$ cat config.mk
export PLATFORM = sky130hd
export DESIGN_NAME = three_channel_reload_down_timer_top
export DESIGN_NICKNAME = d
export VERILOG_FILES = /design/src/rtl/tcrt_pkg.sv /design/src/rtl/tcrt_ctrl.sv /design/src/rtl/tcrt_datapath.sv /design/src/rtl/three_channel_reload_down_timer_top.sv
export SDC_FILE = /design/constraint.sdc
export NUM_CORES = 1
export LEC_CHECK = 0
export ABC_AREA = 0
export BUFFER_PORTS_ARGS = -buffer_cell sky130_fd_sc_hd__buf_4
export CAP_MARGIN = 5
export CORE_ASPECT_RATIO = 0.8
export CORE_MARGIN = 2
export CORE_UTILIZATION = 45
export DETAILED_ROUTE_END_ITERATION = 16
export SLEW_MARGIN = 20
export SYNTH_ARGS = -nofsm -noshare
export SYNTH_HDL_FRONTEND = slang
export SYNTH_SLANG_ARGS = --single-unit
$ cat constraint.sdc
create_clock -name clk -period 7.9 [get_ports clk]
set_input_delay 1.185 -clock clk [delete_from_list [all_inputs] [get_ports clk]]
set_output_delay 1.185 -clock clk [all_outputs]
set_load 0.02 [all_outputs]
$ cat src/rtl/tcrt_pkg.sv
// Shared constants, command/status types and helpers for the reload down-timer.
// Used by tcrt_ctrl, tcrt_datapath and the top level; depends on nothing.
package tcrt_pkg;

  localparam int CHANNELS  = 3;
  localparam int CH_W      = (CHANNELS > 1) ? $clog2(CHANNELS) : 1;

  localparam int KIND_W    = 2;
  localparam int IDX_W     = 4;
  localparam int DATA_W    = 32;
  localparam int CYC_W     = 10;
  localparam int IRQ_W     = 3;
  localparam int IRQ_ACC_W = (CHANNELS > IRQ_W) ? CHANNELS : IRQ_W;
  localparam int REM_W     = 13;
  localparam int CTL_W     = 16;
  localparam int START_W   = 8;
  localparam int PSC_W     = 3;

  localparam int S_TDATA_W = 48;
  localparam int S_TUSER_W = 2;
  localparam int M_TDATA_W = 40;

  // request kinds
  localparam logic [KIND_W-1:0] REQ_TICK  = 2'd0;
  localparam logic [KIND_W-1:0] REQ_READ  = 2'd1;
  localparam logic [KIND_W-1:0] REQ_WRITE = 2'd2;

  // register map
  localparam int REG_START        = 0;
  localparam int REG_RELOAD_BASE  = 1;
  localparam int REG_COUNTER_BASE = 1 + CHANNELS;
  localparam int REG_CONTROL_BASE = 1 + 2 * CHANNELS;

  // control word bits
  localparam int CTL_UNIE_BIT = 5;
  localparam int CTL_UNF_BIT  = 8;

  // prescaler divisor per code; the unused codes fall back to 16
  localparam logic [REM_W-1:0] PSC_DIV [8] = '{
    REM_W'(16), REM_W'(64), REM_W'(256), REM_W'(1024),
    REM_W'(4096), REM_W'(16), REM_W'(16), REM_W'(16)
  };

  typedef struct packed {
    logic tick_start;
    logic add;
    logic step;
    logic next_ch;
    logic reg_done;
    logic rd;
    logic wr;
    logic load_out;
  } cmd_t;

  typedef struct packed {
    logic need_step;
    logic last_ch;
  } stat_t;

  function automatic logic idx_is(logic [IDX_W-1:0] idx, int n);
    return int'(idx) == n;
  endfunction

endpackage

$ cat src/rtl/tcrt_ctrl.sv
// Sequencer for the reload down-timer: accepts requests, walks the channels
// count by count on a tick and hands results to the output register.
// Depends on tcrt_pkg.
module tcrt_ctrl (
  input  logic                          clk,
  input  logic                          rst,
  input  logic                          s_tvalid,
  output logic                          s_tready,
  input  logic [tcrt_pkg::KIND_W-1:0]   req_type,
  output logic                          m_tvalid,
  input  logic                          m_tready,
  input  tcrt_pkg::stat_t               stat,
  output tcrt_pkg::cmd_t                cmd
);

  typedef enum logic [3:0] {
    S_IDLE = 4'b0001,
    S_ADD  = 4'b0010,
    S_STEP = 4'b0100,
    S_DONE = 4'b1000
  } state_t;

  state_t state;
  state_t state_next;

  assign s_tready = (state == S_IDLE);

  always_comb begin
    cmd        = '0;
    state_next = state;
    unique case (state)
      S_IDLE: begin
        if (s_tvalid) begin
          unique case (req_type)
            tcrt_pkg::REQ_TICK: begin
              cmd.tick_start = 1'b1;
              state_next     = S_ADD;
            end
            tcrt_pkg::REQ_READ: begin
              cmd.reg_done = 1'b1;
              cmd.rd       = 1'b1;
              state_next   = S_DONE;
            end
            tcrt_pkg::REQ_WRITE: begin
              cmd.reg_done = 1'b1;
              cmd.wr       = 1'b1;
              state_next   = S_DONE;
            end
            default: begin
              cmd.reg_done = 1'b1;
              state_next   = S_DONE;
            end
          endcase
        end
      end
      S_ADD: begin
        cmd.add    = 1'b1;
        state_next = S_STEP;
      end
      S_STEP: begin
        // one count per cycle until the remainder drops below the divisor
        if (stat.need_step) begin
          cmd.step = 1'b1;
        end else if (stat.last_ch) begin
          state_next = S_DONE;
        end else begin
          cmd.next_ch = 1'b1;
          state_next  = S_ADD;
        end
      end
      S_DONE: begin
        if (!m_tvalid || m_tready) begin
          cmd.load_out = 1'b1;
          state_next   = S_IDLE;
        end
      end
      default: begin
        state_next = S_IDLE;
      end
    endcase
  end

  always_ff @(posedge clk) begin
    if (rst) begin
      state    <= S_IDLE;
      m_tvalid <= 1'b0;
    end else begin
      state <= state_next;
      if (cmd.load_out) begin
        m_tvalid <= 1'b1;
      end else if (m_tready) begin
        m_tvalid <= 1'b0;
      end
    end
  end

  a_no_overwrite: assert property (@(posedge clk) disable iff (rst)
    cmd.load_out |-> (!m_tvalid || m_tready))
    else $error("output register overwritten while a result waits");

  a_no_load_on_accept: assert property (@(posedge clk) disable iff (rst)
    (s_tvalid && s_tready) |-> !cmd.load_out)
    else $error("result loaded in the cycle a request is accepted");

  a_step_needed: assert property (@(posedge clk) disable iff (rst)
    cmd.step |-> (stat.need_step && !cmd.next_ch))
    else $error("count taken without a whole divisor in the remainder");

  a_channel_bound: assert property (@(posedge clk) disable iff (rst)
    cmd.next_ch |-> !stat.last_ch)
    else $error("channel index advanced past the last channel");

endmodule

$ cat src/rtl/tcrt_datapath.sv
// Register file, per-channel counting lanes and result/output registers of
// the reload down-timer. Driven by commands from tcrt_ctrl; depends on tcrt_pkg.
module tcrt_datapath (
  input  logic                          clk,
  input  logic                          rst,
  input  tcrt_pkg::cmd_t                cmd,
  output tcrt_pkg::stat_t               stat,
  input  logic [tcrt_pkg::IDX_W-1:0]    req_index,
  input  logic [tcrt_pkg::DATA_W-1:0]   write_data,
  input  logic [tcrt_pkg::CYC_W-1:0]    elapsed_cycles,
  output logic [tcrt_pkg::DATA_W-1:0]   read_data,
  output logic [tcrt_pkg::IRQ_W-1:0]    irq_pending
);

  localparam int C = tcrt_pkg::CHANNELS;

  logic [tcrt_pkg::START_W-1:0]   start_bits;
  logic [tcrt_pkg::START_W-1:0]   prev_start_bits;
  logic [tcrt_pkg::REM_W-1:0]     cycle_remainder [C];
  logic [tcrt_pkg::DATA_W-1:0]    down_counter    [C];
  logic [tcrt_pkg::DATA_W-1:0]    reload_value    [C];
  logic [tcrt_pkg::CTL_W-1:0]     control_word    [C];

  logic [C-1:0]                   fresh;
  logic [tcrt_pkg::CH_W-1:0]      ch;
  logic [tcrt_pkg::REM_W-1:0]     cycles;
  logic [tcrt_pkg::DATA_W-1:0]    res_rd;
  logic [tcrt_pkg::IRQ_ACC_W-1:0] irq_acc;

  logic [C-1:0]                   ch_hit;
  logic [C-1:0]                   lane_due;
  logic [C-1:0]                   lane_irq;
  logic [tcrt_pkg::REM_W-1:0]     lane_div [C];
  logic [tcrt_pkg::DATA_W-1:0]    rd_val;

  always_comb begin
    for (int i = 0; i < C; i++) begin
      ch_hit[i]   = (ch == tcrt_pkg::CH_W'(i));
      lane_div[i] = tcrt_pkg::PSC_DIV[control_word[i][tcrt_pkg::PSC_W-1:0]];
      lane_due[i] = ch_hit[i] && start_bits[i] && (cycle_remainder[i] >= lane_div[i]);
      lane_irq[i] = ch_hit[i] && cmd.step && (down_counter[i] == '0)
                    && control_word[i][tcrt_pkg::CTL_UNIE_BIT];
    end
  end

  assign stat.need_step = |lane_due;
  assign stat.last_ch   = (ch == tcrt_pkg::CH_W'(C - 1));

  always_comb begin
    rd_val = '0;
    if (tcrt_pkg::idx_is(req_index, tcrt_pkg::REG_START)) begin
      rd_val = tcrt_pkg::DATA_W'(start_bits);
    end
    for (int i = 0; i < C; i++) begin
      if (tcrt_pkg::idx_is(req_index, tcrt_pkg::REG_RELOAD_BASE + i)) begin
        rd_val = reload_value[i];
      end
      if (tcrt_pkg::idx_is(req_index, tcrt_pkg::REG_COUNTER_BASE + i)) begin
        rd_val = down_counter[i];
      end
      if (tcrt_pkg::idx_is(req_index, tcrt_pkg::REG_CONTROL_BASE + i)) begin
        rd_val = tcrt_pkg::DATA_W'(control_word[i]);
      end
    end
  end

  // architectural registers
  always_ff @(posedge clk) begin
    if (rst) begin
      start_bits      <= '0;
      prev_start_bits <= '0;
      for (int i = 0; i < C; i++) begin
        cycle_remainder[i] <= '0;
        down_counter[i]    <= '1;
        reload_value[i]    <= '1;
        control_word[i]    <= '0;
      end
    end else begin
      if (cmd.tick_start) begin
        prev_start_bits <= start_bits;
      end
      if (cmd.wr && tcrt_pkg::idx_is(req_index, tcrt_pkg::REG_START)) begin
        start_bits <= write_data[tcrt_pkg::START_W-1:0];
      end
      for (int i = 0; i < C; i++) begin
        if (cmd.add && ch_hit[i] && start_bits[i]) begin
          // a channel that just started drops its old remainder
          cycle_remainder[i] <= (fresh[i] ? '0 : cycle_remainder[i]) + cycles;
        end
        if (cmd.step && ch_hit[i]) begin
          cycle_remainder[i] <= cycle_remainder[i] - lane_div[i];
          if (down_counter[i] == '0) begin
            down_counter[i]                        <= reload_value[i];
            control_word[i][tcrt_pkg::CTL_UNF_BIT] <= 1'b1;
          end else begin
            down_counter[i] <= down_counter[i] - 1'b1;
          end
        end
        if (cmd.wr) begin
          if (tcrt_pkg::idx_is(req_index, tcrt_pkg::REG_RELOAD_BASE + i)) begin
            reload_value[i] <= write_data;
          end
          if (tcrt_pkg::idx_is(req_index, tcrt_pkg::REG_COUNTER_BASE + i)) begin
            down_counter[i] <= write_data;
          end
          if (tcrt_pkg::idx_is(req_index, tcrt_pkg::REG_CONTROL_BASE + i)) begin
            control_word[i] <= write_data[tcrt_pkg::CTL_W-1:0];
          end
        end
      end
    end
  end

  // channel walk index
  always_ff @(posedge clk) begin
    if (rst) begin
      ch <= '0;
    end else if (cmd.tick_start) begin
      ch <= '0;
    end else if (cmd.next_ch) begin
      ch <= ch + 1'b1;
    end
  end

  // per-transaction working and result registers
  always_ff @(posedge clk) begin
    if (cmd.tick_start) begin
      cycles  <= tcrt_pkg::REM_W'(elapsed_cycles);
      fresh   <= start_bits[C-1:0] & ~prev_start_bits[C-1:0];
      res_rd  <= '0;
      irq_acc <= '0;
    end else if (cmd.reg_done) begin
      res_rd  <= cmd.rd ? rd_val : '0;
      irq_acc <= '0;
    end else begin
      irq_acc <= irq_acc | tcrt_pkg::IRQ_ACC_W'(lane_irq);
    end
    if (cmd.load_out) begin
      read_data   <= res_rd;
      irq_pending <= irq_acc[tcrt_pkg::IRQ_W-1:0];
    end
  end

endmodule

$ cat src/rtl/three_channel_reload_down_timer_top.sv
// Three-channel prescaled reload down-timer behind a small register file,
// fronted by stream channels. One request is in work at a time. A read, a
// write or an unknown request goes from acceptance to S_DONE and is loaded
// into the output register once that is free. A tick walks the channels in
// turn through S_ADD and S_STEP, then S_DONE; each started channel gives
// floor((remainder + elapsed_cycles) / divisor) counts, and the counting lane
// of the channel being walked takes one count per cycle. At the divide-by-16
// prescaler an elapsed_cycles of up to 1023 gives at most 64 counts a channel,
// more if the prescaler was lowered while a large remainder was held. A new
// request is taken while the previous result still waits in the output
// register. Depends on tcrt_pkg, tcrt_ctrl and tcrt_datapath.
module three_channel_reload_down_timer_top (
  input  logic                             clk,
  input  logic                             rst,
  input  logic                             s_tvalid,
  output logic                             s_tready,
  // reg_index [3:0], write_data [35:4], elapsed_cycles [45:36], zero pad [47:46]
  input  logic [tcrt_pkg::S_TDATA_W-1:0]   s_tdata,
  // req_type [1:0]
  input  logic [tcrt_pkg::S_TUSER_W-1:0]   s_tuser,
  output logic                             m_tvalid,
  input  logic                             m_tready,
  // read_data [31:0], irq_pending [34:32], zero pad [39:35]
  output logic [tcrt_pkg::M_TDATA_W-1:0]   m_tdata
);

  localparam int M_PAD_W = tcrt_pkg::M_TDATA_W - tcrt_pkg::DATA_W - tcrt_pkg::IRQ_W;

  tcrt_pkg::cmd_t                cmd;
  tcrt_pkg::stat_t               stat;
  logic [tcrt_pkg::DATA_W-1:0]   read_data;
  logic [tcrt_pkg::IRQ_W-1:0]    irq_pending;

  tcrt_ctrl u_ctrl (
    .clk      (clk),
    .rst      (rst),
    .s_tvalid (s_tvalid),
    .s_tready (s_tready),
    .req_type (s_tuser[tcrt_pkg::KIND_W-1:0]),
    .m_tvalid (m_tvalid),
    .m_tready (m_tready),
    .stat     (stat),
    .cmd      (cmd)
  );

  tcrt_datapath u_datapath (
    .clk            (clk),
    .rst            (rst),
    .cmd            (cmd),
    .stat           (stat),
    .req_index      (s_tdata[3:0]),
    .write_data     (s_tdata[35:4]),
    .elapsed_cycles (s_tdata[45:36]),
    .read_data      (read_data),
    .irq_pending    (irq_pending)
  );

  assign m_tdata = {M_PAD_W'(0), irq_pending, read_data};

endmodule

**Word-level counts from Yosys, hierarchy flattened**

Memories as Yosys holds them, arrays and structs flattened.
Cells that the tools add are included.

- Bitwise gates (word level): 36
- Reduce and logical (&&, ||, !) cells: 35
- Equal/unequal tests: 20
- $lt $le $gt $ge: 6
- Muxes and demuxes: 153
- $add $sub $neg: 10

Operators with widths:

| cell | number |
|---|---|
| $mux W32 | 22 |
| $mux W13 | 15 |
| $mux W1 | 100 |
| $logic_not A32 Y1 | 3 |
| $sub A32 B1 Y32 const B | 3 |
| $add A13 B10 Y13 | 3 |
| $ge A13 B13 Y1 | 3 |
| $sub A13 B13 Y13 | 3 |
| $mux W8 | 4 |
| $or A1 B1 Y1 | 30 |
| $eq A4 B4 Y1 const B | 7 |
| $logic_and A1 B1 Y1 | 22 |
| $mux W7 | 3 |
| $mux W4 | 5 |
| $pmux W4 S4 | 1 |
| $eq A4 B3 Y1 const B | 3 |
| $ge A4 B4 Y1 const B | 3 |
| $not A3 Y4 | 3 |
| $eq A4 B2 Y1 const B | 2 |
| $mux W3 | 2 |
| $eq A2 B1 Y1 const B | 2 |
| $eq A2 B2 Y1 const B | 2 |
| $eq A4 B1 Y1 const B | 1 |
| $logic_not A2 Y1 | 2 |
| 14 further kinds | 16 |

- Output and inout bits: 42
- RAM bits: 279
- Bits in read-only memories: 312
- Register bits: 101
- Memories: 7

Memory list:

| name | depth | width | rd ports | clocked after Yosys merged registers in | write ports | RTL line | RTL |
|---|---|---|---|---|---|---|---|
| (name not given) | 8 | 13 | 1 | 0 | 0 | tcrt_datapath.sv:39 | `lane_div[i] = tcrt_pkg::PSC_DIV[control_word[i][tcrt_pkg::PSC_W-1:0]];` |
| (name not given) | 8 | 13 | 1 | 0 | 0 | tcrt_datapath.sv:39 |  |
| (name not given) | 8 | 13 | 1 | 0 | 0 | tcrt_datapath.sv:39 |  |
| u_datapath.down_counter | 3 | 32 | 3 | 0 | 3 | tcrt_datapath.sv:20 | `logic [tcrt_pkg::DATA_W-1:0] down_counter [C];` |
| u_datapath.reload_value | 3 | 32 | 3 | 0 | 3 | tcrt_datapath.sv:21 | `logic [tcrt_pkg::DATA_W-1:0] reload_value [C];` |
| u_datapath.control_word | 3 | 16 | 3 | 0 | 3 | tcrt_datapath.sv:22 | `logic [tcrt_pkg::CTL_W-1:0] control_word [C];` |
| +1 memories | - | - | - | - | - | - |  |

**Depth between registers and ports, before layout**

An unclocked memory read counts as a cell.

- Depth in word-level cells: 17
- Gate-level depth with buffers: 13
- Mapped depth without buffers: 12

**Cells and area by module**

From an unflattened synthesis, not the netlist that was laid out.

- Cells, all modules: 1954
- Area, all modules: 20681.1 um^2

Modules (own cells, without submodules):

| module | cells each | area an instance (um^2) | sequential area each (um^2) | times used |
|---|---|---|---|---|
| tcrt_datapath | 1911 | 20323.2 | 10780.3 | 1 |
| tcrt_ctrl | 37 | 316.6 | 100.1 | 1 |
| three_channel_reload_down_timer_top | 6 | 41.3 | 0.0 | 1 |

**Worst setup path after synthesis**

OpenSTA, ideal clock, no wires.

- Kind: input to register
- From: input s_tdata[1] in the netlist's numbering
- To: memory u_datapath.reload_value[0][64] in the netlist's numbering, enable pin
- Arrival time: 3.461 ns
- Data required time: 7.512 ns
- Cell stages on the path: 7
- Slack: 4.052 ns
- Setup time: 0.388 ns
- Path through: clkbuf_1 clkbuf_1 nand2_1 nor3_1 clkbuf_1 clkbuf_1 a21o_1

RTL lines:

| what | RTL line | RTL |
|---|---|---|
| from (decl) | three_channel_reload_down_timer_top.sv:18 | `input logic [tcrt_pkg::S_TDATA_W-1:0] s_tdata,` |
| to (decl) | tcrt_datapath.sv:21 |  |

==> out/results.txt <==
status: complete, no violations
critical path's largest stage delay: 0.66 ns
largest net degree at the start of global routing: 64
vias in the first global route: 15400
largest family of logic cells by synthesized area: simple AND/OR/NAND/NOR gates
chip height: 196 µm
Final Hold Fails: 0
Final Max Tran Viols: 0
slowest CP cell: a211oi_2
P per Cell Area: 201 nW/µm²
Slew HR: 0.244
post-synthesis mux area share: 0.0179
FP Rows: 70
compound-gate portion of the synthesized area: 0.159
postcts setup bufs: 0
max_cap viols: 0
Sum Neg Setup Slack: 0 ns
fin crit share: 0.597
Post-Layout Inst Area: 23600 µm²
count of different cell masters after synthesis: 88
Pwr Total: 4.75 mW
CTS tree: yes
htree depth: 2
hold buffer count at cts: 0
crit-path leading delay family: simple AND/OR/NAND/NOR gates
dominant cell type by area after synthesis: edfxtp_1
core area: 45600 µm²
Seq/Total Area, Yosys: 0.523
fill count: 4066
routed wire length: 67300 µm
Pleak: 7.63 nW
die area: 48000 µm²
vias post-DR: 16600
most frequent cells after synthesis: edfxtp_1, nor2_1, nand2_1, a21oi_1, clkbuf_1
Worst Path Arrival: 5.01 ns
DP HPWL: 47600 µm
routability cong.: 0.932
CTS Root Cell: clkbuf_16
Top FF cell, synth: edfxtp_1
total gr overflow: 0
First-pass DRT Iterations: 6
TritonCTS buffer count: 41
Crit Path Class: reg2reg
Syn Inst Count: 1983
Longest Clk Path Bufs: 3
CP max FO: 24
Layout Nets: 2164
clk_lat worst skew: 0.58 ns
setup violators final: 0
DRC: 0
Hold Crit Class: reg2reg
post-CTS resize count: 0
layout cells sized above 1: 0.137
clock transition at the registers of the reported paths: 0.06 ns
post-synthesis cell area: 20800 µm²
most used cell, CP: buf_4
Syn Area/Cell: 10.5 µm²
yosys warns: 0
first-pass GRT wire length: 99600 µm
all-layer global routing usage: 0.279
number of synthesized register bits: 380
ant diodes: 0
post-synthesis simple-gate area fraction: 0.184
Worst setup EP type: register
Iter 0 DRT Violations: 2267
Synth top area share: 0.472
Bufs and invs on worst path: 2
die width: 244 µm
P&R area growth vs syn: 13.7%
required arrival time at the worst endpoint: 8.19 ns
RSZ-0062 raised after global routing: false
clock sinks: 380
fin crit period: 4.72 ns
number of synthesized flops with an enable pin: 327
routed len/inst: 25.0 µm
dpl cell area: 22200 µm²
worst vdd ir: 0.134 mV
maximum clock rate: 0.212 GHz
Least-Margin Pin Slew: 1.13 ns
Initial Utilization: 0.456
synth top area cells: edfxtp_1, dfxtp_1, ha_1
Setup crit start kind: register
antenna viol nets, final: 0
ys async rst share: 0
vias per cell: 6.15
clk_skew: 0.0281 ns
CP Cell Sequence: or3b_2 > ha_1 > nand2_1 > nor3_1 > a311oi_1 > a211oi_2 > o311ai_4 > buf_4 > nor2_4 > buf_4 > mux2i_1 > o211ai_1
initial antenna violation count: 0
most frequent cell after synthesis: edfxtp_1
XOR/XNOR Fraction of Synth Area: 0.0527
Adder-Cell Fraction of Synth Area: 0.0366
IO buf count: 88
IO Count: 96
[stage by stage]
| step | cells | setup WS [ns] | util | hold WS, ns |
|---|---|---|---|---|
| floorplan | 1987 | 4.05 | - | 0.408 |
| global placement | 2620 | 3.36 | 0.486 | 0.416 |
| detailed placement | 2620 | 3.20 | 0.486 | 0.415 |
| CTS | 2695 | 3.19 | 0.518 | 0.428 |
| global route | 2695 | 2.94 | 0.518 | 0.435 |
| finish | 2695 | 3.18 | 0.518 | 0.427 |
[area by class of cell]
type                            count  area [µm²]  area share
Clock inverter                     22         267      0.0113
Clock buffer                       53        1180      0.0498
Inverter                           35         131     0.00556
Multi-Input combinational cell   1470        9490       0.402
Timing Repair Buffer              123         923      0.0391
Tap cell                          612         766      0.0324
Sequential cell                   380       10900       0.460
[path summary, 6_finish.rpt]
kind	from	endpoint	slack, ns	cells after the start
worst max-delay path	u_datapath.control_word[2][2]	u_datapath.down_counter[1][6]	3.18	12
worst min-delay path	u_datapath.res_rd[3]	u_datapath.read_data[3]	0.43	0
worst max register to register	u_datapath.control_word[2][2]	u_datapath.down_counter[1][6]	3.18	12
worst min register to register	u_datapath.res_rd[3]	u_datapath.read_data[3]	0.43	0
[sequential cells by signal, summed over array words and instances (netlist names), 4 cells and up]
| name | cells |
|---|---|
| u_ctrl.state | 4 |
| u_datapath.control_word | 48 |
| u_datapath.cycle_remainder | 39 |
| u_datapath.cycles | 10 |
| u_datapath.down_counter | 96 |
| u_datapath.read_data | 32 |
| u_datapath.reload_value | 96 |
| u_datapath.res_rd | 32 |
| u_datapath.start_bits | 8 |
[layer usage]
layer	track usage	up-vias	share of wire
met1	0.430	8008	0.46
met4	0.0537	0	0.014
met3	0.113	67	0.14
met5	0	-	0
li1	-	7616	-
met2	0.361	875	0.39
[report_power, final]
group          total [mW]  internal (mW)  switching (mW)
clock                2.09           1.25           0.843
sequential           2.26           2.23          0.0336
combinational       0.398          0.134           0.264
total                4.75           3.61            1.14
[cells in the final DEF, fill, tap and decap left out, types with 6 or more instances in the layout]
cell type | Yosys | final
nor3_1 | 70 | 64
nand2b_1 | 13 | 12
and3_1 | 12 | 12
a222oi_1 | 7 | 7
clkbuf_16 | 0 | 45
o21ai_0 | 71 | 71
or2_2 | 39 | 39
nand3_1 | 74 | 74
nor2_1 | 185 | 183
o22ai_1 | 21 | 21
ha_1 | 56 | 56
nor3_2 | 4 | 8
nand3b_1 | 16 | 16
o21bai_1 | 8 | 8
o211ai_1 | 12 | 12
a31oi_1 | 15 | 14
nor2b_1 | 46 | 45
a211oi_1 | 13 | 13
nand2_1 | 164 | 163
a22oi_1 | 63 | 63
mux2i_1 | 36 | 36
clkbuf_1 | 75 | 6
o21ai_1 | 39 | 39
and2_1 | 38 | 38
o221ai_1 | 13 | 13
a21o_1 | 14 | 14
xor2_1 | 67 | 67
inv_1 | 32 | 32
o21a_1 | 7 | 6
nor4_1 | 26 | 25
a21oi_1 | 125 | 125
buf_4 | 9 | 123
a221oi_1 | 28 | 28
dfxtp_1 | 53 | 53
bufinv_16 | 0 | 6
nor4b_1 | 6 | 6
or3_1 | 9 | 9
xnor2_1 | 58 | 58
clkinv_2 | 0 | 8
edfxtp_1 | 327 | 327
[kinds of logic after synthesis]
logic type	after synthesis
buffers and inverters	137
AND/OR/NAND/NOR	744
XOR/XNOR	125
flip-flops	380
adder cells (fa/ha/maj)	59
AO/OA/AOI/OAI	500
multiplexers	37
other	1
(Power assumes the default switching activity.)
